===== config.mk =====
export PLATFORM = sky130hd
export DESIGN_NAME = gsma_scale
export DESIGN_NICKNAME = d
export VERILOG_FILES = /design/src/design/gsma_pkg.sv /design/src/design/gsma_scale.sv
export SDC_FILE = /design/constraint.sdc
export NUM_CORES = 2
export LEC_CHECK = 0
export BUFFER_PORTS_ARGS = -buffer_cell sky130_fd_sc_hd__buf_4
export CORE_MARGIN = 2
export CORE_UTILIZATION = 60
export CTS_CLUSTER_DIAMETER = 200
export DETAILED_ROUTE_END_ITERATION = 7
export MAX_ROUTING_LAYER = met4
export PLACE_DENSITY = 0.81
export RECOVER_POWER = 50
export SLEW_MARGIN = 20
export SYNTH_ARGS = -nofsm -noshare
export SYNTH_HDL_FRONTEND = slang
export SYNTH_SLANG_ARGS = --single-unit

===== constraint.sdc =====
create_clock -name aclk -period 7.9 [get_ports aclk]
set_input_delay 0.395 -clock aclk [delete_from_list [all_inputs] [get_ports aclk]]
set_output_delay 0.395 -clock aclk [all_outputs]
set_load 0.05 [all_outputs]

===== src/design/gsma_pkg.sv =====
// Shared types, codes and constants for the gain-scaled mix accumulator.
`timescale 1ns / 1ps

package gsma_pkg;

    // Default geometry of the mix buffer
    localparam int BUFFER_SIZE_DEF = 4096;
    localparam int CHANNELS_DEF    = 2;

    // Field widths
    localparam int POSITION_W = 12;
    localparam int SAMPLE_W   = 16;
    localparam int GAIN_W     = 16;
    localparam int MASK_W     = 2;
    localparam int CFG_ADDR_W = 1;
    localparam int CFG_DATA_W = 16;

    // Scaling: two Q2.14 gains give 28 fraction bits
    localparam int GAIN_FRAC_W = 28;
    localparam int PROD1_W     = SAMPLE_W + GAIN_W;
    localparam int PROD2_W     = PROD1_W + GAIN_W;
    localparam int SCALED_W    = PROD2_W - GAIN_FRAC_W + 1;
    localparam int SUM_W       = SCALED_W + 1;

    localparam logic [GAIN_W-1:0] UNITY_GAIN = 16'd16384;

    localparam logic signed [SUM_W-1:0] SLOT_MAX = 22'sd32767;
    localparam logic signed [SUM_W-1:0] SLOT_MIN = -22'sd32768;

    // Command codes
    typedef enum logic [1:0] {
        CMD_CLEAR = 2'd0,
        CMD_ACCUM = 2'd1,
        CMD_READ  = 2'd2,
        CMD_NONE  = 2'd3
    } cmd_t;

    // Configuration register indexes
    localparam logic [CFG_ADDR_W-1:0] CFG_VOLUME_ENABLE = 1'b0;
    localparam logic [CFG_ADDR_W-1:0] CFG_MASTER_VOLUME = 1'b1;

    // Input beat
    typedef struct packed {
        cmd_t                        command;
        logic [POSITION_W-1:0]       position;
        logic signed [SAMPLE_W-1:0]  sample_in;
        logic [GAIN_W-1:0]           envelope_gain;
        logic [MASK_W-1:0]           channel_mask;
        logic                        read_channel;
    } in_beat_t;

    // Result beat
    typedef struct packed {
        logic signed [SAMPLE_W-1:0]  read_value;
        logic                        clipped;
    } out_beat_t;

    // Controls of the scaling pipeline
    typedef struct packed {
        logic load;
        logic step;
    } scale_ctl_t;

endpackage


===== src/design/gsma_scale.sv =====
// Two-stage multiplier pipeline that scales a sample by envelope and master gains.
`timescale 1ns / 1ps

module gsma_scale (
    input  logic                                  aclk,
    input  gsma_pkg::scale_ctl_t                  ctl,
    input  logic signed [gsma_pkg::SAMPLE_W-1:0]  sample_in,
    input  logic [gsma_pkg::GAIN_W-1:0]           envelope_gain,
    input  logic [gsma_pkg::GAIN_W-1:0]           volume,
    output logic signed [gsma_pkg::SCALED_W-1:0]  scaled
);

    localparam int MAG_W = gsma_pkg::PROD2_W - gsma_pkg::GAIN_FRAC_W;

    logic [gsma_pkg::SAMPLE_W-1:0] mag;
    logic [gsma_pkg::PROD1_W-1:0]  prod1_reg;
    logic [gsma_pkg::PROD2_W-1:0]  prod2_reg;
    logic                          neg_reg;
    logic [MAG_W-1:0]              scaled_mag;

    // Magnitude of the sample; the most negative value maps to 32768
    assign mag = sample_in[gsma_pkg::SAMPLE_W-1] ? gsma_pkg::SAMPLE_W'(-sample_in)
                                                 : gsma_pkg::SAMPLE_W'(sample_in);

    // First product: magnitude times envelope gain
    always_ff @(posedge aclk) begin
        if (ctl.load) begin
            prod1_reg <= mag * envelope_gain;
            neg_reg   <= sample_in[gsma_pkg::SAMPLE_W-1];
        end
    end

    // Second product: times master volume
    always_ff @(posedge aclk) begin
        if (ctl.step) begin
            prod2_reg <= prod1_reg * volume;
        end
    end

    // Drop the fraction bits and restore the sign (truncation toward zero)
    assign scaled_mag = prod2_reg[gsma_pkg::PROD2_W-1:gsma_pkg::GAIN_FRAC_W];
    assign scaled = neg_reg ? -$signed({1'b0, scaled_mag}) : $signed({1'b0, scaled_mag});

endmodule

---- Word level (Yosys, flattened, before mapping) ----
Cells that the tools add are included.
storage, ports and cells
  memory bits (read-only) ................. 0
  RAM bits ................................ 0
  output and inout bits ................... 21
  bits of input ports ..................... 51
  flip-flop bits (word level) ............. 81
  latch bits .............................. 0
  memories kept ........................... 0
operators by class
  add/sub/neg operators ................... 2
  reductions and logical operators ........ 0
  $lt $le $gt $ge ......................... 0
  muxes and demuxes ....................... 2
  multiply operators ...................... 2
  equal/unequal tests ..................... 0
  div/mod/pow operators ................... 0
  bitwise gates (word level) .............. 0
  shifts and indexed selects .............. 0
operators with widths
  kind                                            count
  32-bit by 16-bit multiplier with 48-bit output  1
  16-bit by 16-bit multiplier with 32-bit output  1
  21-bit two-way mux                              1
  20-bit negation with 21-bit output              1
  16-bit two-way mux                              1
  16-bit negation                                 1

---- Depth between registers and ports, before layout ----
  word-level depth ........................ 3
  mapped depth ............................ 31
  mapped depth without buffers ............ 28

---- Worst setup path before layout ----
OpenSTA, ideal clock, no wires.
  kind .................................... input to register
  start ................................... in sample_in[0] (netlist name)
  end ..................................... reg prod1_reg[28] (netlist name), data pin
  arrival ................................. 7.346 ns
  data required time ...................... 7.636 ns
  cell stages on the path ................. 28
  path slack .............................. 0.290 ns
  cell sequence ........................... clkbuf_1 > clkbuf_1 > inv_1 > ha_1 > or3b_2 > o31a_1 > xor2_1 > clkbuf_1 > nand2_1 > fa_1 > inv_1 > fa_1 > fa_1 > fa_1 > fa_1 > inv_1 > fa_1 > inv_1 > ha_1 > a21o_1 > a21oi_1 > nor4b_1 > a31oi_1 > a21o_1 > a21boi_1 > nand2_1 > a221oi_1 > xnor2_1
between the ends
  word-level cells in the longest chain between the ends .. 3
ends and longest elaborated chain
  element                                           RTL line          RTL
  start, declared                                   gsma_scale.sv:7   input logic signed [gsma_pkg::SAMPLE_W-1:0] sample_in,
  16-bit negation                                   gsma_scale.sv:22  assign mag = sample_in[gsma_pkg::SAMPLE_W-1] ? gsma_pkg::SAMPLE_W'(-sample_in)
  16-bit two-way mux *                              gsma_scale.sv:22
  16-bit by 16-bit multiplier with 32-bit output *  gsma_scale.sv:28  prod1_reg <= mag * envelope_gain;
  end signal, assigned                              gsma_scale.sv:28
  end, declared                                     gsma_scale.sv:16  logic [gsma_pkg::PROD1_W-1:0] prod1_reg;
Mark *: on every way between the ends. The rest lies on a longest branch, timed or not.
A chain may end at the register's enable or synchronous reset.

---- Final worst setup path ----
  start ................................... in sample_in[4] (netlist name)
  end ..................................... reg prod1_reg[28] (netlist name), data pin
The elaborated chain is that of the path after synthesis.

==> results.tsv <==
stage	metric	value	unit
critical_path	R2R Setup Slk	0.60	ns
placed_design	I/O Buffers	71	
layout	layout cells sized above 1	4.43	%
route	via count	19792	
critical_path	kind of critical path	in -> reg	
hold_path	Hold Path Class	in -> reg	
grt	gr ovfl total	0	
status	status	complete, but fails checks	
grt	pin count of the biggest net entering global routing	34	
layout	Synth-to-Final Area Change	4.82	%
logic_synthesis	Seq/Total Area, Yosys	6.08	%
placed_design	GP Congestion	0.949	
clocking	Worst-Skew Late Latency	0.31	ns
timing	min cycle time layout	7.60	ns
layout	nets	3821	
timing	worst-margin pin slew	1.92	ns
logic_synthesis	synthesized flop and latch total	53	
grt	initial antenna violation count	0	
route	Vias per Instance	5.62	
critical_path	Critical Path Fanout Max	7	
clocking	CTS HTree Levels	2	
timing	max-slew violations	34	
logic_synthesis	Post-synth EDFFs	53	
logic_synthesis	synth warn	0	
status	failing checks	max-capacitance violations, max-slew violations	
critical_path	Critical Path Start	sample_in[4]	
route	drt drc	0	
grt	first-pass GRT wire length	107000	microns
route	Routed Wire Length	64600	microns
critical_path	startpoint type of the worst setup path	input port	
die	core footprint	43100	sq um
timing	clk_skew	0.0100	ns
timing	Max Freq	132	MHz
timing	final hold violation count	0	
die	FP Rows	76	
logic_synthesis	cell count after synthesis	2935	
logic_synthesis	unique cell type count in the Yosys netlist	59	
critical_path	R2R Path End	prod2_reg[41]$_DFFE_PP_	
critical_path	worst r2r path cells	22	
route	ANT nets after route	0	
placed_design	placed wire-length estimate	51500	microns
logic_synthesis	Syn Nets	3820	
clocking	Clock Sinks	53	
critical_path	CP Capture Type	flop	
timing	Tcrit/Tclk final	96.1	%
timing	worst relative slew slack	-27.8	%
route	per-cell routed wire length	18.3	microns
route	initial drt markers	1430	
critical_path	Critical Path AT	7.66	ns
clocking	CTS clock-pin slew for the worst setup and hold paths	0.08	ns
clocking	CTS Buf Count	5	
die	Die H	213	microns
die	Die Wd	213	microns
logic_synthesis	FFs w/ async S/R, synth	0	%
clocking	root buf cell	clkbuf_16	
die	die area	45300	sq um
timing	Final setup viols	0	
die	io pins	72	
logic_synthesis	Syn Std Cell Area	26200	sq um
die	Initial Util	60.8	%
critical_path	Worst Setup EP	prod1_reg[28]$_DFFE_PP_	
logic_synthesis	most common flop cell mapped by yosys	edfxtp_1	
timing	Fin Hold WS	0.482	ns
critical_path	launching point of the worst reg2reg path	prod1_reg[6]$_DFFE_PP_	
grt	Total GRT Usage	30.9	%
logic_synthesis	Mean Syn Cell Area	8.92	sq um
job	# Max-Cap Violations	1	
clocking	Clock Path Buffers	2	
route	DR pass1 iterations	5	
timing	RSZ-0062 raised after global routing	false	
layout	antenna cells	0	
grt	vias in the first global route	21892	
critical_path	worst path required time	7.97	ns
layout	fill count	3492	
layout	max FFs per register	32	
clocking	CTS tree	yes	
==> how the worst min path moves through the flow <==
| stage | from | endpoint | slack, ns | cells after the start |
|---|---|---|---|---|
| final | sample_in[15] | neg_reg$_DFFE_PP_ | 0.48 | 1 |
| after global routing | sample_in[15] | neg_reg$_DFFE_PP_ | 0.48 | 1 |
| after CTS | ctl[0] | prod2_reg[41]$_DFFE_PP_ | 0.47 | 1 |
| after detailed placement | ctl[0] | prod2_reg[39]$_DFFE_PP_ | 0.79 | 1 |
| after global placement | ctl[0] | prod2_reg[42]$_DFFE_PP_ | 0.79 | 1 |
| after floorplan | sample_in[15] | neg_reg$_DFFE_PP_ | 0.49 | 0 |
==> layer usage <==
metal / global-route usage [%] / wire (microns) / vias to the layer above
met3: 4.04 / 4880 / 199
met2: 51.9 / 32900 / 882
met4: 11.2 / 2190 / 0
li1: - / - / 8620
met5: - / 0 / -
met1: 38.6 / 24700 / 10091
==> stage by stage <==
stage                     worst slack, ns  std cells  area (sq um)  util, %  TNS, ns
final                               0.304       3522         27400     63.7        0
after global routing               0.0422       3522         27400     63.7        0
after CTS                           0.251       3522         27500     63.7        0
after detailed placement          -0.0659       3514         27300     63.4  -0.0659
after global placement             0.0943       3514         27300     63.4        0
after floorplan                     0.290       2935         26200        -        0
==> cell usage in the layout (no fill, tap or decap), types with 5 or more instances in the layout <==
cell type  Yosys  routed
nand4_1       14      14
a21oi_1       67      67
a31oi_1        5       5
or3_1          8       8
ha_1         223     223
a21o_1        40      40
o21ai_0       26      26
inv_1        718     718
o211ai_1       5       5
clkbuf_1     113       9
nor2_1        33      33
o31ai_1        9       9
o21a_1         5       5
nand3_1       14      14
clkbuf_16      0       5
fa_1         611     611
nor3_1        10      10
xor2_1        18      18
xnor2_1       63      59
edfxtp_1      53      53
nor2b_1        5       5
buf_4          2     105
nand2b_1       7       7
and2_1       272     271
o21bai_1       7       7
and3_1         5       5
nand2_1      545     545
==> synthesized netlist by cell type, drive strengths merged (7+ instances only) <==
library cell	n	area share, %
a21o	40	1.1
a21oi	68	1.3
and2	273	6.5
buf	7	0.20
clkbuf	113	1.6
edfxtp	53	6.1
fa	611	47
ha	223	11
inv	718	10
nand2	545	7.8
nand2b	7	0.17
nand3	14	0.27
nand4	14	0.33
nor2	33	0.47
nor3	11	0.23
o21ai	27	0.52
o21bai	7	0.20
o31ai	10	0.34
or3	9	0.23
xnor2	63	2.1
xor2	18	0.60
==> worst max-delay path, stage by stage <==
cell and delay (ns):
buf_4 0.11, or3_1 0.43, or3b_2 0.50, o31a_1 0.31
buf_4 0.15, a21oi_2 0.11, xnor2_1 0.20, buf_4 0.20
nand2_1 0.07, fa_1 0.50, fa_1 0.54, inv_1 0.05
fa_1 0.48, fa_1 0.50, fa_1 0.49, inv_1 0.05
fa_1 0.47, inv_1 0.04, ha_1 0.34, nand2_1 0.15
nor2_1 0.07, a32oi_1 0.31, a31oi_1 0.19, a21o_1 0.24
a21boi_2 0.20, nand2_1 0.09, a221oi_1 0.35, xnor2_1 0.11
==> final cells by class <==
type / count / area [sq um] / area share, %
multi-input combinational: 2044 / 21500 / 78.2
inverter: 718 / 2700 / 9.82
sequential: 53 / 1590 / 5.80
timing repair buffer: 114 / 822 / 2.99
tap: 585 / 732 / 2.67
clock buffer: 5 / 125 / 0.456
clock inverter: 3 / 26.3 / 0.0957
==> kinds of logic (layout without fill, tap and decap cells) <==
| family | after synthesis | in the layout | synth area share (%) |
|---|---|---|---|
| compound gates | 200 | 200 | 5.04 |
| xor+xnor | 81 | 81 | 2.71 |
| fa+ha+maj | 834 | 834 | 57.4 |
| buf+inv | 838 | 840 | 12.1 |
| flops | 53 | 53 | 6.08 |
| simple gates | 929 | 929 | 16.7 |
==> timing repair <==
action	4_1_cts	5_1_grt
setup endpoints to repair	0	2
gates resized for setup	0	4
hold buffers	0	0
hold endpoints to repair	0	0
buffers inserted	0	0
Power is not shown: default switching activity piles up to over one toggle a cycle in this logic, so the estimate is an artifact.
